==> src/rtl/core/pkme_ram.sv <==
`timescale 1ns / 1ps
// ----------------------------------------------------------------------------
// pkme_ram
// Generic single-write, single-read RAM with registered read data.
// ----------------------------------------------------------------------------
module pkme_ram #(
  parameter int WIDTH = 49,
  parameter int DEPTH = 25
) (
  input  logic                                 clk,
  input  logic                                 we,
  input  logic [(DEPTH > 1 ? $clog2(DEPTH) : 1)-1:0] waddr,
  input  logic [WIDTH-1:0]                     wdata,
  input  logic [(DEPTH > 1 ? $clog2(DEPTH) : 1)-1:0] raddr,
  output logic [WIDTH-1:0]                     rdata
);

  logic [WIDTH-1:0] mem [DEPTH];

  always_ff @(posedge clk) begin
    if (we) mem[waddr] <= wdata;
    rdata <= mem[raddr];
  end

endmodule

==> config.mk <==
export PLATFORM = sky130hd
export DESIGN_NAME = pkme_ram
export DESIGN_NICKNAME = d
export VERILOG_FILES = /design/src/rtl/core/pkme_ram.sv
export SDC_FILE = /design/constraint.sdc
export NUM_CORES = 1
export LEC_CHECK = 0
export BUFFER_PORTS_ARGS = -buffer_cell sky130_fd_sc_hd__buf_4
export CAP_MARGIN = 20
export CORE_UTILIZATION = 65
export CTS_BUF_LIST = sky130_fd_sc_hd__clkbuf_4 sky130_fd_sc_hd__clkbuf_8
export CTS_CLUSTER_SIZE = 40
export DETAILED_ROUTE_END_ITERATION = 10
export PLACE_DENSITY = 0.79
export SLEW_MARGIN = 5
export SYNTH_ARGS = -nofsm -noshare
export SYNTH_HDL_FRONTEND = slang
export SYNTH_SLANG_ARGS = --single-unit
==> constraint.sdc <==
create_clock -name clk -period 6.8 [get_ports clk]
set_clock_uncertainty 0.1 [all_clocks]
set_input_delay 0.34 -clock clk [delete_from_list [all_inputs] [get_ports clk]]
set_output_delay 0.34 -clock clk [all_outputs]
set_load 0.05 [all_outputs]
# After elaboration in Yosys (flattened, before gate mapping)
# Memories as Yosys holds them, arrays and structs flattened. A register that Yosys moved wholly into a read port is not among the register bits.
# Index checks and enable logic that the tools add are counted.
[word_totals]
register_bits = 0
ram_bits = 1225
output_inout_bits = 49
wordCells = 3
n_memories = 1
[op_classes]
n_mux = 2
[memory_table]
columns = ["name", "depth", "width", "read_ports", "rd_ports_with_merged_regs", "write_ports", "line", "text"]
rows = [
  ["mem", 25, 49, 1, 1, 1, "18", "logic [WIDTH-1:0] mem [DEPTH];"],
]
[ops]
columns = ["cell", "n"]
rows = [
  ["1-bit 2-to-1 mux", 2],
]

# Logic depth before layout (Yosys ltp)
[logic_depth]
depth_word = 2
depth_mapped = 8
mapped_depth_nobuf = 4

# Worst setup path before layout
# OpenSTA, ideal clock, no wires.
[synth_timing]
kind = "in2reg"
startpoint = "input port waddr[1] (netlist bit)"
endpoint = "memory mem[24][0], enable pin"
setup_ns = 0.517
arrival_time_ns = 4.365
required_ns = 6.183
setup_slack_ns = 1.818
cell_stages = 3
n_path_buf = 1
cell_sequence = "or3b_2 clkbuf_1 nor3_1"
[synth_rtl]
columns = ["item", "line", "text"]
rows = [
  ["start: declaration", "12", "input logic [(DEPTH > 1 ? $clog2(DEPTH) : 1)-1:0] waddr,"],
  ["end: declaration", "18", ""],
]
# Straight into the memory's write port.

==> results.sh <==
export IMPL_status="complete, no violations"
export IMPL_period_share_pct=40.5
export IMPL_via_per_inst=6.68
export IMPL_wl_met3_um=10600
export IMPL_cts_sink_count=1274
export IMPL_synth_compound_area_share_pct=3.45
export IMPL_first_pass_iters=8
export IMPL_switching_power_mw=3.42
export IMPL_synthXorXnorAreaFrac_pct=0
export IMPL_grt_max_degree=94
export IMPL_core_area_um2=72000
export IMPL_worstHoldPathType="in -> reg"
export IMPL_clock_latency_ns=0.82
export IMPL_dieArea_um2=74300
export IMPL_final_nets=2458
export IMPL_dieHeight_um=273
export IMPL_post_drt_wl_per_cell_um=29.9
export IMPL_ys_seq_elements=1274
export IMPL_ioPinCount=110
export IMPL_ctsHoldBuffers=50
export IMPL_netSwitchingFraction_pct=21.4
export IMPL_route_detailed_drc=0
export IMPL_syn_area_um2=47600
export IMPL_cp_common_cell="buf_4"
export IMPL_hold_viol=0
export IMPL_crit_fanout=35
export IMPL_setup_viol=0
export IMPL_drt_met1_wl_um=40000
export IMPL_grt_first_pass_wirelength_um=153000
export IMPL_die_w_um=273
export IMPL_met2_length_um=51700
export IMPL_routabilityCongestion=0.749
export IMPL_dpl_hpwl_um=52200
export IMPL_post_cts_buffers=0
export IMPL_first_iter_violations=3122
export IMPL_cts_tree="yes"
export IMPL_combPwrFrac_pct=5.5
export IMPL_dr_total_vias=23500
export IMPL_power_total_mw=16.0
export IMPL_slew_headroom_pct=18.4
export IMPL_power_density_nw_per_um2=296
export IMPL_cp_arrival_ns=3.32
export IMPL_path_clk_slew_ns=0.06
export IMPL_rows=98
export IMPL_yosys_warnings=0
export IMPL_numCtsBuffers=186
export IMPL_top_layer_used="met5"
export IMPL_grt_pass1_vias=24400
export IMPL_cts_resized=0
export IMPL_p_clk_share_pct=39.6
export IMPL_synth_area_mux_share_pct=14.1
export IMPL_multi_input_area_um2=9170
export IMPL_ys_types=41
export IMPL_synth_flop_cell="edfxtp_1"
export IMPL_internal_power_mw=12.5
export IMPL_area_delta_synth_final_pct=13.3
export IMPL_antenna_left=0
export IMPL_antenna_found_initial=3
export IMPL_max_freq_ghz=0.363
export IMPL_end_kind="flop"
export IMPL_cts_buffer_depth=3
export IMPL_initial_core_util_pct=66.1
export IMPL_synthSimpleGateAreaFrac_pct=1.30
export IMPL_nFillCells=3638
export IMPL_dp_cells=3106
export IMPL_startpoint_type="primary input"
export IMPL_grt_overflow=0
export IMPL_avgSynthCellArea_um2=22.5
export IMPL_rsz0062_at_grt="false"
export IMPL_p_leak_nw=17.4
export IMPL_worst_slew_pin_slew_ns=1.22
export IMPL_seqCellArea_um2=37800
export IMPL_yosysSeqAreaShare_pct=79.4
export IMPL_slew_violations=0
export IMPL_postSynthCellCount=2113
export IMPL_synth_top_family_by_area="multiplexers"
export IMPL_required_ns=7.37
export IMPL_p_seq_share_pct=54.9
export IMPL_timing_worst_setup_path_type="in -> reg"
export IMPL_fin_cells=3512
export IMPL_cts_htree_levels=4
export IMPL_portBuffers=109
export IMPL_synth_adder_area_share_pct=0
export IMPL_wirelength_um=105000
export IMPL_drv_cap=0
export IMPL_critical_path_cell_chain="dlygate4sd3_1 -> buf_4 -> clkinv_1 -> buf_4 -> nand2_1 -> buf_4 -> o22ai_1 -> o211ai_1"
export IMPL_slowest_delay_ns=0.62
export IMPL_grt_use_total_pct=29.0
export IMPL_layout_drive_gt1_share_pct=30.3
export IMPL_synthArstFlopShare_pct=0
export IMPL_timing_final_crit_period_ns=2.75
export IMPL_cts_root_buf="clkbuf_8"
export IMPL_ir_drop_mv=0.188
export IMPL_slowest_stage="nand2_1"
export IMPL_utilization_pct=74.9
export IMPL_synth_edf_count=1225
export IMPL_setup_tns_ns=0
export IMPL_synth_nets=2174
==> per-stage QoR <==
step | hold WS [ns] | setup WS (ns) | area (um^2)
global placement | 0.427 | 3.50 | 49300
CTS | 0.0421 | 4.17 | 53800
global route | 0.0908 | 4.05 | 53900
finish | 0.116 | 4.05 | 53900
floorplan | 0.339 | 1.82 | 47600
detailed placement | 0.444 | 3.45 | 49300
==> kinds of logic (layout without fill, tap and decap cells) <==
kind of cell | Yosys count | after routing
other | 0 | 1
buffers and inverters | 113 | 561
AO/OA/AOI/OAI | 235 | 235
multiplexers | 367 | 367
flip-flops | 1274 | 1274
AND/OR/NAND/NOR | 124 | 124
==> layout by cell type (no fill, tap or decap), types with 21 or more instances in the layout <==
cell	count
dlygate4sd3_1	50
edfxtp_1	1225
dfxtp_1	49
o21ai_0	32
clkbuf_4	81
mux2i_1	110
o22ai_1	61
clkinv_2	22
o211ai_1	28
buf_4	149
clkbuf_8	216
nor2_4	24
mux4_2	230
nand3_1	21
a22oi_1	83
==> worst paths after layout <==
| check | from | to | slack (ns) | cells after the start |
|---|---|---|---|---|
| hold / removal | waddr[3] | mem[7][9] | 0.12 | 3 |
| hold reg to reg | mem[24][10] | rdata[10] | 0.45 | 2 |
| setup reg to reg | mem[16][45] | rdata[45] | 5.11 | 4 |
| setup / recovery | raddr[4] | rdata[1] | 4.05 | 8 |
==> state kept, by name, indices dropped and copies added, names as in the netlist <==
signal and cells:
rdata 49, mem 1225
==> layout make-up <==
cell class / count / share of cell area, %
clock inverters: 56 / 0.761
well taps: 950 / 2.21
repair buffers: 207 / 3.31
multi-input cells: 726 / 17.0
flip-flops and latches: 1274 / 70.1
clock buffers: 296 / 6.62
diodes: 1 / 0.00464
inverters: 2 / 0.0139
==> cells in the mapped netlist, drive strengths merged, types with 15 or more instances <==
| library cell | number | share of area, % |
|---|---|---|
| edfxtp | 1225 | 77 |
| mux4 | 239 | 11 |
| mux2i | 110 | 2.3 |
| buf | 93 | 1.6 |
| a22oi | 83 | 1.3 |
| o22ai | 62 | 0.83 |
| dfxtp | 49 | 2.1 |
| nor2 | 42 | 0.35 |
| o21ai | 33 | 0.35 |
| o211ai | 28 | 0.44 |
| nand3 | 21 | 0.22 |
| clkbuf | 18 | 0.15 |
| mux2 | 18 | 0.43 |
| nor3 | 18 | 0.19 |
| nand2 | 15 | 0.12 |
==> worst max-delay path: cells and delay by family <==
kind | cells | cell delay (ns)
buffers and inverters | 5 | 1.86
and+or+nand+nor | 1 | 0.62
AOI/OAI and AO/OA | 2 | 0.42
==> metal layers <==
layer,GRT usage (%),up-vias
met5,0,-
li1,-,9587
met2,45.0,1416
met1,41.1,12300
met3,6.27,198
met4,11.9,4
==> power groups by stage <==
| stage | Clock (mW) | Sequential (mW) | Combinational [mW] |
|---|---|---|---|
| global route | 6.71 | 8.77 | 0.919 |
| CTS | 6.38 | 8.77 | 0.872 |
| floorplan | 0 | 9.04 | 0.421 |
| global placement | 0 | 8.93 | 0.822 |
| detailed placement | 0 | 8.93 | 0.845 |
| finish | 6.32 | 8.77 | 0.872 |
Power figures use the tool's default switching activity.
