$ cat src/rtl/core/pkme_pkg.sv
`timescale 1ns / 1ps
// ----------------------------------------------------------------------------
// pkme_pkg
// Shared types, constants, constant tables and saturating helpers of the
// pi-pi K matrix evaluator.
// ----------------------------------------------------------------------------
package pkme_pkg;

  localparam int FRAC    = 24;
  localparam int VW      = 48;
  localparam int RW      = 32;
  localparam int IDX_W   = 3;
  localparam int CFG_W   = 4;
  localparam int NBG     = 5;
  localparam int BGW     = 3;
  localparam int MAG_W   = 61;
  localparam int DIV_W   = 36;
  localparam int DIV_STEPS = MAG_W;

  typedef logic signed [VW-1:0] val_t;
  typedef logic signed [RW-1:0] reg_t;

  typedef struct packed {
    logic flag;
    val_t value;
  } sval_t;

  typedef struct packed {
    logic start;
    val_t a;
    val_t b;
  } unit_req_t;

  typedef struct packed {
    logic done;
    logic flag;
    val_t value;
  } unit_rsp_t;

  typedef enum logic [4:0] {
    ST_IDLE,
    ST_PRE_DIV,
    ST_PRE_MUL,
    ST_FAC_DIV,
    ST_COEF_DIV,
    ST_COEF_MUL,
    ST_TERM_DIV,
    ST_TERM_MUL,
    ST_ACC_MUL1,
    ST_ACC_MUL2,
    ST_ACC_WR,
    ST_BG_MUL,
    ST_BG_WR,
    ST_OUT_RD,
    ST_OUT_MUL,
    ST_OUT_PUSH
  } state_t;

  localparam logic [CFG_W-1:0] REG_SCATTER_OFFSET = CFG_W'(0);
  localparam logic [CFG_W-1:0] REG_ADLER_ZERO     = CFG_W'(1);
  localparam logic [CFG_W-1:0] REG_ADLER_OFFSET   = CFG_W'(2);
  localparam logic [CFG_W-1:0] REG_BG_FIRST       = CFG_W'(3);
  localparam logic [CFG_W-1:0] REG_BG_LAST        = CFG_W'(7);

  localparam reg_t RST_SCATTER_OFFSET = -32'sd55459436;
  localparam reg_t RST_ADLER_ZERO     = 32'sd163409;
  localparam reg_t RST_ADLER_OFFSET   = -32'sd3355443;

  localparam val_t ONE_Q = val_t'(1) <<< FRAC;
  localparam val_t MAXV  = {1'b0, {(VW-1){1'b1}}};
  localparam val_t MINV  = {1'b1, {(VW-1){1'b0}}};
  localparam logic [MAG_W-1:0] MAG_MAX_POS = {{(MAG_W-VW+1){1'b0}}, {(VW-1){1'b1}}};
  localparam logic [MAG_W-1:0] MAG_MAX_NEG = MAG_MAX_POS + MAG_W'(1);

  function automatic reg_t bg_init(input int c);
    unique case (c)
      0: return 32'sd4476329;
      1: return 32'sd2782166;
      2: return -32'sd3328600;
      3: return 32'sd5504269;
      default: return 32'sd5233317;
    endcase
  endfunction

  function automatic reg_t pole_init(input int p);
    unique case (p)
      0: return 32'sd7110201;
      1: return 32'sd24449971;
      2: return 32'sd40892919;
      3: return 32'sd24667977;
      4: return 32'sd55417843;
      default: return reg_t'(ONE_Q);
    endcase
  endfunction

  function automatic reg_t coup_init(input int p, input int c);
    reg_t r;
    r = '0;
    if (c < 5) begin
      unique case (p)
        0: unique case (c)
             0: r = 32'sd4168132;
             1: r = -32'sd8811897;
             2: r = 32'sd0;
             3: r = -32'sd6522646;
             default: r = -32'sd6106403;
           endcase
        1: unique case (c)
             0: r = 32'sd15397961;
             1: r = 32'sd9299108;
             2: r = 32'sd0;
             3: r = 32'sd6493621;
             default: r = 32'sd4940555;
           endcase
        2: unique case (c)
             0: r = 32'sd6211596;
             1: r = 32'sd3957913;
             2: r = 32'sd10503376;
             3: r = 32'sd3088518;
             default: r = 32'sd3174753;
           endcase
        3: unique case (c)
             0: r = 32'sd5788307;
             1: r = 32'sd6650824;
             2: r = 32'sd16381945;
             3: r = 32'sd3312829;
             default: r = 32'sd59895;
           endcase
        4: unique case (c)
             0: r = 32'sd2645767;
             1: r = -32'sd3005638;
             2: r = -32'sd15116272;
             3: r = -32'sd156196;
             default: r = 32'sd3471038;
           endcase
        default: r = '0;
      endcase
    end
    return r;
  endfunction

  function automatic val_t sx(input reg_t x);
    return val_t'(x);
  endfunction

  function automatic logic [VW-1:0] mag48(input val_t x);
    return x[VW-1] ? (~x + VW'(1)) : x;
  endfunction

  function automatic sval_t from_mag(input logic [MAG_W-1:0] mag, input logic neg);
    sval_t r;
    r.flag = 1'b0;
    if (neg) begin
      if (mag > MAG_MAX_NEG) begin
        r.value = MINV;
        r.flag  = 1'b1;
      end else begin
        r.value = -val_t'(mag[VW-1:0]);
      end
    end else if (mag > MAG_MAX_POS) begin
      r.value = MAXV;
      r.flag  = 1'b1;
    end else begin
      r.value = val_t'(mag[VW-1:0]);
    end
    return r;
  endfunction

  function automatic sval_t add_sat(input val_t a, input val_t b, input logic sub);
    logic signed [VW:0] sum;
    sval_t r;
    sum = sub ? ({a[VW-1], a} - {b[VW-1], b}) : ({a[VW-1], a} + {b[VW-1], b});
    r.flag = sum[VW] != sum[VW-1];
    if (r.flag) r.value = sum[VW] ? MINV : MAXV;
    else r.value = sum[VW-1:0];
    return r;
  endfunction

endpackage

$ cat src/rtl/core/pkme_mul.sv
`timescale 1ns / 1ps
// ----------------------------------------------------------------------------
// pkme_mul
// Q23.24 multiplier: four 24x24 partial products on one multiplier,
// rounded to nearest, ties away from zero, saturated.
// ----------------------------------------------------------------------------
module pkme_mul (
  input  logic                clk,
  input  logic                rst,
  input  pkme_pkg::unit_req_t req,
  output pkme_pkg::unit_rsp_t rsp
);

  logic [47:0] ua;
  logic [47:0] ub;
  logic        neg;
  logic        big;
  logic        busy;
  logic [2:0]  k;
  logic [47:0] prod;
  logic [50:0] acc;
  logic [23:0] xa;
  logic [23:0] xb;
  logic [47:0] product;
  pkme_pkg::sval_t fin;
  logic            done;
  logic            flag;
  pkme_pkg::val_t  value;

  assign rsp = {done, flag, value};

  always_comb begin
    xa = (k < 3'd2) ? ua[47:24] : ua[23:0];
    xb = (k == 3'd0 || k == 3'd2) ? ub[47:24] : ub[23:0];
    product = xa * xb;
    fin = pkme_pkg::from_mag(pkme_pkg::MAG_W'(acc), neg);
    if (big) begin
      fin.value = neg ? pkme_pkg::MINV : pkme_pkg::MAXV;
      fin.flag  = 1'b1;
    end
  end

  always_ff @(posedge clk) begin
    if (rst) begin
      busy <= 1'b0;
      done <= 1'b0;
    end else begin
      done <= 1'b0;
      if (req.start) begin
        busy <= 1'b1;
        k    <= 3'd0;
      end else if (busy) begin
        k <= k + 3'd1;
        if (k == 3'd5) begin
          busy <= 1'b0;
          done <= 1'b1;
        end
      end
    end
  end

  always_ff @(posedge clk) begin
    if (req.start) begin
      ua  <= pkme_pkg::mag48(req.a);
      ub  <= pkme_pkg::mag48(req.b);
      neg <= req.a[47] != req.b[47];
      big <= 1'b0;
      acc <= '0;
    end else if (busy) begin
      if (k < 3'd4) prod <= product;
      unique case (k)
        3'd1: begin
          big <= prod[47:24] != 24'd0;
          acc <= acc + 51'({prod[23:0], 24'd0});
        end
        3'd2, 3'd3: acc <= acc + 51'(prod);
        3'd4: acc <= acc + 51'((prod + 48'h80_0000) >> 24);
        default: acc <= acc;
      endcase
      if (k == 3'd5) begin
        value <= fin.value;
        flag  <= fin.flag;
      end
    end
  end

endmodule

$ cat config.mk
export PLATFORM = sky130hd
export DESIGN_NAME = pkme_mul
export DESIGN_NICKNAME = d
export VERILOG_FILES = /design/src/rtl/core/pkme_pkg.sv /design/src/rtl/core/pkme_mul.sv
export SDC_FILE = /design/constraint.sdc
export NUM_CORES = 2
export LEC_CHECK = 0
export CAP_MARGIN = 20
export CORE_AREA = 2 2 281 283
export DETAILED_ROUTE_END_ITERATION = 10
export DIE_AREA = 0 0 283 285
export DONT_BUFFER_PORTS = 1
export SETUP_SLACK_MARGIN = 0.3
export SYNTH_ARGS = -nofsm -noshare
export SYNTH_HDL_FRONTEND = slang
export SYNTH_SLANG_ARGS = --single-unit
export TNS_END_PERCENT = 50
$ cat constraint.sdc
create_clock -name clk -period 8.1 [get_ports clk]
set_clock_uncertainty 0.2 [all_clocks]
set_input_delay 0.81 -clock clk [delete_from_list [all_inputs] [get_ports clk]]
set_output_delay 0.81 -clock clk [all_outputs]
set_load 0.1 [all_outputs]
; Word level (Yosys, flattened, before mapping)
; Index checks and enable logic that the tools add are counted.
[classes]
mux = 17
n_mul = 1
bitwise = 5
n_reduce_logical = 12
eq_ne = 6
addsub = 8
magnitude_cmp = 4
[ops]
columns = operator, n
row1 = two-way mux 48 bit, 4
row2 = case mux 51 bit (3 select lines), 1
row3 = adder 51 x 48 -> 51 bit, 2
row4 = adder 48 x 2 -> 48 bit (second input constant), 2
row5 = NOT 48 bit, 2
row6 = two-way mux 47 bit, 2
row7 = adder 51 x 25 -> 51 bit, 1
row8 = greater-than comparator 51 x 47 -> 1 bit (second input constant), 1
row9 = greater-than comparator 51 x 48 -> 1 bit (second input constant), 1
row10 = adder 48 x 24 -> 49 bit (second input constant), 1
row11 = two-way mux 49 bit, 1
row12 = multiplier 24 x 24 -> 48 bit, 1
row13 = two-way mux 24 bit, 2
row14 = negation 48 bit, 1
row15 = nonzero test 24 bit, 1
row16 = equality test 3 x 2 -> 1 bit (second input constant), 2
row17 = equality test 3 bit (second input constant), 2
row18 = two-way mux 1 bit, 6
row19 = AND reduction 2 bit, 3
row20 = AND reduction 3 bit, 2
row21 = adder 3 x 1 -> 3 bit (second input constant), 1
row22 = equality test 3 x 1 -> 1 bit (second input constant), 1
row23 = zero test 3 bit, 1
row24 = less-than comparator 3 x 2 -> 1 bit (second input constant), 1
row25 = 9 further kinds, 11
[word_totals]
elab_cells = 66
output_inout_bits = 50
reg_bits = 251

; Depth between registers and ports, before layout
[depth]
word_depth = 4
depth_mapped = 32
mapped_depth_nobuf = 29

; Worst setup path after synthesis
; Ideal clock, no wire load.
[synth_timing]
path_kind = register -> register
from = register k[1]
to = register prod[43] (data pin)
stages_incl_launch_ff = 28
period_less_slack_ps = 8397
required_ps = 7639
n_path_buf = 3
arrival_time_ps = 7937
path_slack_ps = -297
cell_sequence = edfxtp_1 -> nor2_1 -> buf_1 -> clkbuf_1 -> mux2i_1 -> nor2_1 -> fa_1 -> fa_1 -> inv_1 -> fa_1 -> fa_1 -> inv_1 -> fa_1 -> fa_1 -> inv_1 -> fa_1 -> inv_1 -> ha_1 -> clkbuf_1 -> a21o_1 -> a21o_1 -> a21oi_1 -> or3b_2 -> o21ai_0 -> inv_1 -> o21a_1 -> a211oi_1 -> nor2_1
[synth_between]
elab_chain_cells = 4
elab_cells_between_ends = 7
cone_classes = mul (1) / order compare (1) / eq/ne (1) / mux (2) / reduce/logical (2)
[synth_lines]
columns = element, line
row1 = from (decl), pkme_mul.sv:19  ; logic [2:0] k;
row2 = from (signal assigned), pkme_mul.sv:53  ; k <= k + 3'd1;
row3 = "parallel branches: the longest is 3 deep, another holds less-than comparator 3 x 2 -> 1 bit", -
row4 = multiplier 24 x 24 -> 48 bit (*), pkme_mul.sv:35  ; product = xa * xb;
row5 = net product[43], pkme_mul.sv:24  ; logic [47:0] product;
row6 = to (signal assigned), pkme_mul.sv:70  ; if (k < 3'd4) prod <= product;
row7 = to (decl), pkme_mul.sv:20  ; logic [47:0] prod;
; Mark *: on every way through the listed nets, which the timed path passes.
; A chain may end at the register's enable or synchronous reset.

; Worst setup path in the final report
[layout_timing]
from = register k[2]
to = register prod[33] (data pin)
; Same word-level chain as after synthesis.

==> flow_metrics.tcl <==
set metrics [dict create \
    core-area_um2 78000 \
    drc 0 \
    clock_latency_ns 0.61 \
    fmax_mhz 128 \
    mostFrequentLayoutCells "inv_1 (591), nand2_1 (486), fa_1 (462)" \
    outcome "finished, final reports clean" \
    htreeDepth 1 \
    path_delay_family "adder cells" \
    setup.worst_path.start_class "flip-flop" \
    setup_violations 0 \
    synth-edff-count 197 \
    avgSynthCellArea_um2 8.91 \
    synth_area_um2 35300 \
    critical_path_buf_inv_count 13 \
    min_period_over_period 0.964 \
    dpl.hpwl_um 84400 \
    final_hold_viol_count 0 \
    yosysUniqueCellTypes 78 \
    start_util 0.453 \
    min_path_type "input port to flip-flop" \
    grt_pass1_wl_um 163000 \
    antenna_left 0 \
    rsz0062_at_grt "true" \
    netlist_instances 3963 \
    crit_required_ns 8.25 \
    die-area_um2 80700 \
    track_usage 0.257 \
    clk_pin_slew_ns 0.06 \
    grt-ovfl-total 0 \
    numPortBuffers 0 \
    place_congestion 0.954 \
    cts_tree "done" \
    grt_max_degree 161 \
    final_common_cell "inv_1" \
    async_reset_ff_frac 0 \
    cts_max_path_buffers 3 \
    drt_wl_total_um 104000 \
    cpMaxStageDelayCell "fa_1" \
    cts_hold_buf 0 \
    io_pins 149 \
    slew_viol_final 0 \
    end_kind "flip-flop" \
    cts-root-buf "clkbuf_16" \
    grt_pass1_vias 28900 \
    syn_to_final_growth_pct 14.3 \
    final.setup.tns_ns 0 \
    crit_top_cell "fa_1" \
    slew_headroom 0.367 \
    cts_buffers 30 \
    dr.pass1.iters 6 \
    drive_above_1_share 0.133 \
    antenna_found_initial 0 \
    vias 28200 \
    drv_cap 0 \
    stdcell_area_um2 40400 \
    dpl_cell_area_um2 37600 \
    ys.flop_type "edfxtp_1" \
    cp.arrival_ns 7.96 \
    cts_sinks 251 \
    worstSetupPathType "flip-flop to flip-flop" \
    cpPeakStageDelay_ns 0.56 \
    routed_via_density 5.44 \
    layout.nets 4938 \
    wl_per_cell_um 20.1 \
    rows 103 \
    fp.dieW_um 283 \
    synthesis.nets 4801 \
    insertedDiodeCount 0 \
    ys_seq_elements 251 \
    fin_crit_ns 7.81 \
    yosysWarnings 0 \
    worstPathMaxFanout 7 \
    worst_pin_slew_ns 0.952 \
    dieHeight_um 285 \
    ys_seq_area_frac 0.198 \
    drtIter0Drc 1808 \
]
==> metrics by stage <==
step,setup slack (ns),std cells,hold WS (ns),util
after floorplan,0.292,3963,0.269,-
after global placement,-0.0312,5016,0.313,0.482
after detailed placement,-0.138,5017,0.316,0.482
after CTS,0.280,5148,0.0747,0.510
after global routing,-0.0284,5172,0.0884,0.518
final,0.293,5172,0.120,0.518
==> metal layers <==
metal | vias to the layer above | GRT usage | wire, um
li1 | 13300 | - | -
met1 | 13600 | 0.335 | 43400
met2 | 1009 | 0.429 | 48000
met3 | 240 | 0.0337 | 6570
met4 | 0 | 0.118 | 5860
met5 | - | 0 | 0
==> synth_stat cells, types with 37 or more instances <==
cell,instances,area share
nor2b_1,46,0.0081
nand2_1,490,0.052
inv_1,612,0.065
mux2_2,51,0.016
a21o_1,53,0.011
nand3_1,39,0.0055
edfxtp_1,197,0.17
mux2i_1,43,0.012
xnor2_1,161,0.040
o21ai_0,139,0.020
fa_1,484,0.27
xor2_1,54,0.013
nor3_1,50,0.0071
nor2_1,435,0.046
dfxtp_1,54,0.031
nand4_1,37,0.0066
clkbuf_1,159,0.017
a21oi_1,169,0.024
ha_1,255,0.090
==> final timing paths <==
path | start | endpoint | slack, ns | depth (start not counted)
worst max register to register | k[2] | prod[33] | 0.29 | 34
worst min register to register | acc[16] | acc[16] | 0.33 | 2
worst max-delay path | k[2] | prod[33] | 0.29 | 34
worst min-delay path | rst | done | 0.12 | 1
==> worst reg2reg max path, delay by kind of cell, from the launching register on <==
kind / cells / cell delay [ns]
buffers and inverters: 13 / 1.27
AOI/OAI and AO/OA: 5 / 0.90
xor gates and xnor gates: 1 / 0.08
adders and majority gates: 8 / 3.76
muxes: 1 / 0.23
and+or+nand+nor: 6 / 0.66
DFF: 1 / 0.45
==> what timing repair did <==
| action | CTS | global route |
|---|---|---|
| resized for setup | 117 | 99 |
| pin swaps | 50 | 91 |
| gates cloned | 4 | 0 |
| buffers inserted | 73 | 24 |
| setup endpoints to repair | 16 | 19 |
==> logic make-up after synthesis <==
group	after synthesis	synth area share
compound gates	611	0.112
xor+xnor	215	0.0533
fa+ha+maj	739	0.365
buf+inv	792	0.0845
flops	251	0.198
mux	94	0.0285
simple gates	1261	0.159
==> flip-flops by register name, summed over array words and instances (netlist names) <==
name,flops
value,48
acc,51
prod,48
ub,48
ua,48
busy,1
neg,1
flag,1
big,1
k,3
done,1
==> cell type report <==
| cell class | count | area, um2 |
|---|---|---|
| inverters | 612 | 2300 |
| clock buffers | 37 | 807 |
| clock inverters | 17 | 255 |
| well taps | 1050 | 1310 |
| fillers | 7159 | 37600 |
| repair buffers | 284 | 2560 |
| flip-flops and latches | 251 | 7000 |
| multi-input cells | 2921 | 26100 |
Power is not shown: default switching activity piles up to over one toggle a cycle in this logic, so the estimate is an artifact.
