$ cat src/rtl/core/pkme_pkg.sv
`timescale 1ns / 1ps
// ----------------------------------------------------------------------------
// pkme_pkg
// Shared types, constants, constant tables and saturating helpers of the
// pi-pi K matrix evaluator.
// ----------------------------------------------------------------------------
package pkme_pkg;

  localparam int FRAC    = 24;
  localparam int VW      = 48;
  localparam int RW      = 32;
  localparam int IDX_W   = 3;
  localparam int CFG_W   = 4;
  localparam int NBG     = 5;
  localparam int BGW     = 3;
  localparam int MAG_W   = 61;
  localparam int DIV_W   = 36;
  localparam int DIV_STEPS = MAG_W;

  typedef logic signed [VW-1:0] val_t;
  typedef logic signed [RW-1:0] reg_t;

  typedef struct packed {
    logic flag;
    val_t value;
  } sval_t;

  typedef struct packed {
    logic start;
    val_t a;
    val_t b;
  } unit_req_t;

  typedef struct packed {
    logic done;
    logic flag;
    val_t value;
  } unit_rsp_t;

  typedef enum logic [4:0] {
    ST_IDLE,
    ST_PRE_DIV,
    ST_PRE_MUL,
    ST_FAC_DIV,
    ST_COEF_DIV,
    ST_COEF_MUL,
    ST_TERM_DIV,
    ST_TERM_MUL,
    ST_ACC_MUL1,
    ST_ACC_MUL2,
    ST_ACC_WR,
    ST_BG_MUL,
    ST_BG_WR,
    ST_OUT_RD,
    ST_OUT_MUL,
    ST_OUT_PUSH
  } state_t;

  localparam logic [CFG_W-1:0] REG_SCATTER_OFFSET = CFG_W'(0);
  localparam logic [CFG_W-1:0] REG_ADLER_ZERO     = CFG_W'(1);
  localparam logic [CFG_W-1:0] REG_ADLER_OFFSET   = CFG_W'(2);
  localparam logic [CFG_W-1:0] REG_BG_FIRST       = CFG_W'(3);
  localparam logic [CFG_W-1:0] REG_BG_LAST        = CFG_W'(7);

  localparam reg_t RST_SCATTER_OFFSET = -32'sd55459436;
  localparam reg_t RST_ADLER_ZERO     = 32'sd163409;
  localparam reg_t RST_ADLER_OFFSET   = -32'sd3355443;

  localparam val_t ONE_Q = val_t'(1) <<< FRAC;
  localparam val_t MAXV  = {1'b0, {(VW-1){1'b1}}};
  localparam val_t MINV  = {1'b1, {(VW-1){1'b0}}};
  localparam logic [MAG_W-1:0] MAG_MAX_POS = {{(MAG_W-VW+1){1'b0}}, {(VW-1){1'b1}}};
  localparam logic [MAG_W-1:0] MAG_MAX_NEG = MAG_MAX_POS + MAG_W'(1);

  function automatic reg_t bg_init(input int c);
    unique case (c)
      0: return 32'sd4476329;
      1: return 32'sd2782166;
      2: return -32'sd3328600;
      3: return 32'sd5504269;
      default: return 32'sd5233317;
    endcase
  endfunction

  function automatic reg_t pole_init(input int p);
    unique case (p)
      0: return 32'sd7110201;
      1: return 32'sd24449971;
      2: return 32'sd40892919;
      3: return 32'sd24667977;
      4: return 32'sd55417843;
      default: return reg_t'(ONE_Q);
    endcase
  endfunction

  function automatic reg_t coup_init(input int p, input int c);
    reg_t r;
    r = '0;
    if (c < 5) begin
      unique case (p)
        0: unique case (c)
             0: r = 32'sd4168132;
             1: r = -32'sd8811897;
             2: r = 32'sd0;
             3: r = -32'sd6522646;
             default: r = -32'sd6106403;
           endcase
        1: unique case (c)
             0: r = 32'sd15397961;
             1: r = 32'sd9299108;
             2: r = 32'sd0;
             3: r = 32'sd6493621;
             default: r = 32'sd4940555;
           endcase
        2: unique case (c)
             0: r = 32'sd6211596;
             1: r = 32'sd3957913;
             2: r = 32'sd10503376;
             3: r = 32'sd3088518;
             default: r = 32'sd3174753;
           endcase
        3: unique case (c)
             0: r = 32'sd5788307;
             1: r = 32'sd6650824;
             2: r = 32'sd16381945;
             3: r = 32'sd3312829;
             default: r = 32'sd59895;
           endcase
        4: unique case (c)
             0: r = 32'sd2645767;
             1: r = -32'sd3005638;
             2: r = -32'sd15116272;
             3: r = -32'sd156196;
             default: r = 32'sd3471038;
           endcase
        default: r = '0;
      endcase
    end
    return r;
  endfunction

  function automatic val_t sx(input reg_t x);
    return val_t'(x);
  endfunction

  function automatic logic [VW-1:0] mag48(input val_t x);
    return x[VW-1] ? (~x + VW'(1)) : x;
  endfunction

  function automatic sval_t from_mag(input logic [MAG_W-1:0] mag, input logic neg);
    sval_t r;
    r.flag = 1'b0;
    if (neg) begin
      if (mag > MAG_MAX_NEG) begin
        r.value = MINV;
        r.flag  = 1'b1;
      end else begin
        r.value = -val_t'(mag[VW-1:0]);
      end
    end else if (mag > MAG_MAX_POS) begin
      r.value = MAXV;
      r.flag  = 1'b1;
    end else begin
      r.value = val_t'(mag[VW-1:0]);
    end
    return r;
  endfunction

  function automatic sval_t add_sat(input val_t a, input val_t b, input logic sub);
    logic signed [VW:0] sum;
    sval_t r;
    sum = sub ? ({a[VW-1], a} - {b[VW-1], b}) : ({a[VW-1], a} + {b[VW-1], b});
    r.flag = sum[VW] != sum[VW-1];
    if (r.flag) r.value = sum[VW] ? MINV : MAXV;
    else r.value = sum[VW-1:0];
    return r;
  endfunction

endpackage

$ cat src/rtl/core/pkme_div.sv
`timescale 1ns / 1ps
// ----------------------------------------------------------------------------
// pkme_div
// Restoring divider, one quotient bit per cycle, Q23.24 result rounded to
// nearest, ties away from zero; divide by zero saturates.
// ----------------------------------------------------------------------------
module pkme_div (
  input  logic                clk,
  input  logic                rst,
  input  pkme_pkg::unit_req_t req,
  output pkme_pkg::unit_rsp_t rsp
);

  localparam int CNT_W = $clog2(pkme_pkg::DIV_STEPS);

  logic                          busy;
  logic                          fin;
  logic [CNT_W-1:0]              cnt;
  logic [pkme_pkg::MAG_W-1:0]    dvd;
  logic [pkme_pkg::MAG_W-1:0]    q;
  logic [pkme_pkg::DIV_W-1:0]    rem;
  logic [pkme_pkg::DIV_W-1:0]    ud;
  logic                          neg;
  logic [pkme_pkg::DIV_W:0]      rem_sh;
  logic                          ge;
  logic [pkme_pkg::DIV_W-1:0]    un_in;
  logic [pkme_pkg::DIV_W-1:0]    ud_in;
  pkme_pkg::sval_t               res;
  logic                          done;
  logic                          flag;
  pkme_pkg::val_t                value;

  assign rsp = {done, flag, value};

  always_comb begin
    rem_sh = {rem, dvd[pkme_pkg::MAG_W-1]};
    ge     = rem_sh >= {1'b0, ud};
    un_in  = pkme_pkg::DIV_W'(pkme_pkg::mag48(req.a));
    ud_in  = pkme_pkg::DIV_W'(pkme_pkg::mag48(req.b));
    res    = pkme_pkg::from_mag(q, neg);
  end

  always_ff @(posedge clk) begin
    if (rst) begin
      busy <= 1'b0;
      fin  <= 1'b0;
      done <= 1'b0;
    end else begin
      done <= 1'b0;
      fin  <= 1'b0;
      if (req.start) begin
        busy <= req.b != '0;
        done <= req.b == '0;
      end else if (busy && cnt == CNT_W'(pkme_pkg::DIV_STEPS - 1)) begin
        busy <= 1'b0;
        fin  <= 1'b1;
      end else if (fin) begin
        done <= 1'b1;
      end
    end
  end

  always_ff @(posedge clk) begin
    if (req.start) begin
      cnt   <= '0;
      rem   <= '0;
      q     <= '0;
      ud    <= ud_in;
      neg   <= req.a[47] != req.b[47];
      dvd   <= pkme_pkg::MAG_W'({un_in, 24'd0}) + pkme_pkg::MAG_W'(ud_in >> 1);
      value <= req.a[47] ? pkme_pkg::MINV : pkme_pkg::MAXV;
      flag  <= 1'b1;
    end else if (busy) begin
      cnt <= cnt + CNT_W'(1);
      rem <= ge ? pkme_pkg::DIV_W'(rem_sh - {1'b0, ud}) : rem_sh[pkme_pkg::DIV_W-1:0];
      q   <= {q[pkme_pkg::MAG_W-2:0], ge};
      dvd <= dvd << 1;
    end else if (fin) begin
      value <= res.value;
      flag  <= res.flag;
    end
  end

endmodule

$ cat config.mk
export PLATFORM = sky130hd
export DESIGN_NAME = pkme_div
export DESIGN_NICKNAME = d
export VERILOG_FILES = /design/src/rtl/core/pkme_pkg.sv /design/src/rtl/core/pkme_div.sv
export SDC_FILE = /design/constraint.sdc
export NUM_CORES = 1
export LEC_CHECK = 0
export BUFFER_PORTS_ARGS = -buffer_cell sky130_fd_sc_hd__buf_2
export CORE_MARGIN = 8
export CORE_UTILIZATION = 60
export CTS_CLUSTER_DIAMETER = 120
export CTS_CLUSTER_SIZE = 14
export DETAILED_ROUTE_END_ITERATION = 6
export PLACE_DENSITY = 0.78
export RECOVER_POWER = 50
export SYNTH_ARGS = -nofsm -noshare
export SYNTH_HDL_FRONTEND = slang
export SYNTH_SLANG_ARGS = --single-unit
$ cat constraint.sdc
create_clock -name clk -period 6.8 [get_ports clk]
set_input_delay 0.68 -clock clk [delete_from_list [all_inputs] [get_ports clk]]
set_output_delay 0.68 -clock clk [all_outputs]
set_load 0.05 [all_outputs]
# Word level (Yosys, flattened, before mapping)
# Index checks and enable logic that the tools add are counted.
[word_totals]
regBits = 253
output_inout_bits = 50
word_cells = 55
in_bits = 99
[op_classes]
reduce_logical = 9
muxes = 20
eq_ne = 3
n_bitwise = 3
add_sub_neg = 6
magnitude_cmp = 3
[op_table]
columns = ["cell", "n"]
rows = [
  ["$mux 48", 6],
  ["$mux 61", 2],
  ["$mux 36", 3],
  ["$add 36x2->36 const B", 2],
  ["$not 36->36", 2],
  ["$add 60x35->61", 1],
  ["$gt 61x47->1 const B", 1],
  ["$gt 61x48->1 const B", 1],
  ["$mux 49", 1],
  ["$logic_not 48->1", 1],
  ["$neg 48->48", 1],
  ["$reduce_bool 48->1", 1],
  ["$ge 37x36->1", 1],
  ["$sub 36x36->36", 1],
  ["$mux 1", 8],
  ["$add 6x1->6 const B", 1],
  ["$eq 6x6->1 const B", 1],
  ["$reduce_bool 2->1", 3],
  ["$reduce_and 2->1", 2],
  ["$ne 2x2->1 const B", 1],
  ["$reduce_or 2->1", 1],
  ["$logic_and 1x1->1", 1],
  ["$ne 1x1->1", 1],
  ["$not 1->1", 1],
]

# Logic depth before layout (Yosys ltp)
[logic_depth]
depth_word = 6
mapped_depth = 20
mapped_depth_nobuf = 18

# Worst setup path after synthesis
# Ideal clock, no wire load.
[synth_timing]
path_type = "input -> register"
from = "input req[7] in the netlist's numbering"
to = "register dvd[50] in the netlist's numbering, data pin"
path_stages = 19
arrival_time_ns = 4.943
n_path_buf = 2
path_slack_ns = 1.598
setup_ns = 0.259
required_ns = 6.541
path_cell_list = "or4_1 > or3_1 > nand2b_1 > or3_1 > clkbuf_1 > o41ai_1 > xnor2_1 > ha_1 > fa_1 > a21o_1 > a21oi_1 > o21a_1 > o21ai_0 > nand4b_1 > mux2_2 > a21boi_1 > buf_2 > a21oi_1 > a211o_1"
[synth_between]
elab_chain_len = 5
[synth_rtl]
columns = ["item", "line_no", "source"]
rows = [
  ["from (decl)", "pkme_div.sv:10", "input pkme_pkg::unit_req_t req,"],
  ["$not 36->36", "pkme_pkg.sv:147", "return x[VW-1] ? (~x + VW'(1)) : x;"],
  ["$add 36x2->36", "pkme_pkg.sv:147", ""],
  ["$mux 36", "pkme_pkg.sv:147", ""],
  ["via ud_in, one bit", "pkme_div.sv:27", "logic [pkme_pkg::DIV_W-1:0] ud_in;"],
  ["$add 60x35->61", "pkme_div.sv:70", "dvd <= pkme_pkg::MAG_W'({un_in, 24'd0}) + pkme_pkg::MAG_W'(ud_in >> 1);"],
  ["$mux 61", "pkme_div.sv:64", "if (req.start) begin"],
  ["to (signal assigned)", "pkme_div.sv:70", ""],
  ["to (signal assigned)", "pkme_div.sv:77", "dvd <= dvd << 1;"],
  ["to (decl)", "pkme_div.sv:19", "logic [pkme_pkg::MAG_W-1:0] dvd;"],
]
# The timed path passes the listed nets, and every way through them passes these cells.
# A chain may end at the register's enable or synchronous reset.

# Worst setup path after layout
[layout_timing]
from = "input req[96] in the netlist's numbering"
to = "register value[26] (enable)"
[layout_between]
elab_chain_len = 2
word_cells_on_any_way = 3
cone_classes = "1 x eq/ne; 2 x reduce/logical"
[layout_rtl]
columns = ["item", "line_no", "source"]
rows = [
  ["$ne 2x2->1 (no source line) or $reduce_bool 2->1 (tied branches)", "-", ""],
  ["$reduce_and 2->1 (no source line) (*)", "-", ""],
  ["to (signal assigned)", "pkme_div.sv:71", "value <= req.a[47] ? pkme_pkg::MINV : pkme_pkg::MAXV;"],
  ["to (signal assigned)", "pkme_div.sv:79", "value <= res.value;"],
  ["to (decl)", "pkme_div.sv:31", "pkme_pkg::val_t value;"],
]
# Mark *: on every way between the ends. The rest lies on a longest branch, timed or not.

==> metrics.md <==
| Metric | Value |
|---|---|
| DR top layer | met5 |
| Die Footprint | ~32000 µm² |
| Post-CTS Hold Buffers | 0 |
| Largest net degree at the start of global routing | 82 |
| Area grow syn2layout | 8.273% |
| Clock skew | about 19 ps |
| Achievable Freq | 185.9 MHz |
| Total power | 3.946 mW |
| Synth Net Count | 1951 |
| Initial antenna violation count | 1 |
| CTS root buf | clkbuf_16 |
| Core Box Area | roughly 27000 µm² |
| Hold WS | between 300 and 400 ps |
| Mean area per synthesized cell | just under 9 µm² |
| Share of flip-flops with an asynchronous set or reset | 0% |
| Clk sinks | ~250 |
| Most used DFF post-synth | edfxtp_1 |
| Seq/Total Area, Yosys | roughly two fifths |
| Power per cell area | 227.3 nW/µm² |
| # DRC | 0 |
| Peak VDD IR | 0.0001639 V |
| Vias per cell | 6.198 |
| Crit path DAT | 5270 ps |
| Critical path required time | 6690 ps |
| Number of global-route vias before repair | ~13000 |
| Cts repair resizes | 0 |
| Status | finished, violations left |
| CP Capture Type | flop |
| Starting Density | between 60% and 70% |
| CTS tree | built |
| Via count | 13680 |
| Flops & latches, synth | 253 |
| Mapped Area | 16030 µm² |
| Max Fanout on Critical Path | 55 |
| Failing checks | capacitance limit, slew limit |
| Endpoints failing hold | 0 |
| Number of synthesized flops with an enable pin | 146 |
| Die width | 179.5 µm |
| H-tree Lvls | 1 |
| Commonest non-fill, non-tap cells in the layout | nor2_1, nand2_1, edfxtp_1, a21oi_1, dfxtp_1 |
| Post-detail-place hpwl | 26.75 mm |
| Commonest non-fill, non-tap cell in the layout | nor2_1 |
| Worst slew pin tran | 2938 ps |
| Fillers | between 2000 and 2500 |
| Layout cells sized above 1 | roughly a tenth |
| # setup viols final | 0 |
| Drt first pass iters | 5 |
| Startpoint types | primary input |
| # port buffers | 137 |
| HP Class | primary input to flop |
| Inserted Diodes | 0 |
| Remaining Overflow, GRT | 0 |
| RSZ-0062 raised after global routing | false |
| # rows | 60 |
| Avg WL per Cell | 17.51 µm |
| Clock Tree Buf Depth | 3 |
| Unique masters post-synth | 84 |
| Crit path time final | 5379 ps |
| Max cap viols | 5 |
| Met3 routed WL | 2.483 mm |
| Leak pwr | 6.558 nW |
| First-pass GRT wire length | approximately 64 mm |
| Final nets | 2005 |
| Max Slew Vio Count | 230 |
| Vert. Die Dim | 179.5 µm |
| Gate Count Post-Synth | 1797 |
| Final GP Congestion | 0.9027 |
| Synthesis Warnings | 0 |
| Clock transition at the registers of the reported paths | 70 ps |
| Routed met1 length | 17.77 mm |
| Drt initial violations | 1467 |
| Critical path type | primary input to flop |
| Layout Utilization | 65.31% |
| CTS Buf Count | 22 |
| All-Layer GR Usage | a little under a quarter |
| Setup TNS Final | 0 ps |
| I/O Pins | ~150 |
| WL met2 | 17.64 mm |
| Final wirelength | roughly 39 mm |
| Slew Limit Headroom | -95.90% |
| Post-CTS Setup Repair Bufs | 0 |
| Fin crit share | 79.11% |
| Clk Latency, worst-skew pair | between 500 and 600 ps |
| Post-DRT Antenna Nets | 0 |
stage by stage:
stage / worst slack, ps / area (µm²) / instances
CTS: 1547 / 17440 / 2207
global placement: 1131 / 16790 / 2168
finish: 1421 / 17360 / 2207
global route: 960.7 / 17360 / 2207
detailed placement: 1021 / 16790 / 2168
floorplan: 1598 / 16030 / 1797
where the power goes:
part / leakage, nW / internal, mW / switching, mW
Combinational: 3.93 / 0.344 / 0.589
Sequential: 2.32 / 1.77 / 0.0544
Clock: 0.311 / 0.634 / 0.555
Total: 6.56 / 2.75 / 1.20
kinds of logic after synthesis:
family	count (synthesis)	synth area share (%)
compound gates	418	16.92
xor+xnor	119	6.549
fa+ha+maj	55	4.387
buf+inv	197	4.785
flops	253	40.71
mux	95	6.150
simple gates	660	20.50
final timing paths:
path | from | endpoint | slack [ps] | cells after the start
worst max-delay path | req[96] | value[26] | 1420 | 4
worst min-delay path | rst | busy | 390 | 2
worst max register to register | q[1] | value[14] | 2470 | 12
worst min register to register | rem[14] | rem[15] | 500 | 2
state kept, by name, indices dropped and copies added (netlist names), 6 cells and up:
name / flops
cnt: 6
q: 61
rem: 36
ud: 36
value: 48
dvd: 61
cell type report:
cell class | instances | area (µm²) | area share [%]
well taps | 341 | 426.7 | 2.458
repair buffers | 152 | 719.4 | 4.145
clock buffers | 38 | 633.1 | 3.648
clock inverters | 1 | 16.27 | 0.09371
flip-flops and latches | 253 | 6530 | 37.62
inverters | 75 | 281.5 | 1.622
multi-input cells | 1347 | 8750 | 50.41
critical path, cell delays in order:
cell and delay, ps:
clkbuf_1 740, clkinv_1 160, clkbuf_1 2080, nand2_2 1510
routing by layer:
layer / up-vias / global-route usage (%)
li1: 6692 / -
met2: 495 / 37.52
met5: - / 0
met3: 64 / 3.286
met4: 2 / 5.902
met1: 6425 / 31.86
synth_stat cells (18+ instances only):
library cell,instances,area [µm²]
nor2_1,215,807.0
nand2_1,149,559.3
edfxtp_1,146,4384
a21oi_1,116,580.6
dfxtp_1,107,2142
clkbuf_1,94,352.8
xnor2_1,84,735.7
o21ai_0,81,405.4
inv_1,74,277.8
mux2i_1,67,670.6
nor3_1,59,295.3
ha_1,53,663.1
xor2_1,34,297.8
nand3_1,33,165.2
mux2_2,28,315.3
nand4_1,28,175.2
o31ai_1,28,210.2
or3_1,27,168.9
nor4_1,25,156.4
a311oi_1,24,210.2
a21o_1,21,157.7
o21ai_1,19,95.09
a31oi_1,18,112.6
No activity file was read; power rests on OpenSTA's default activity.
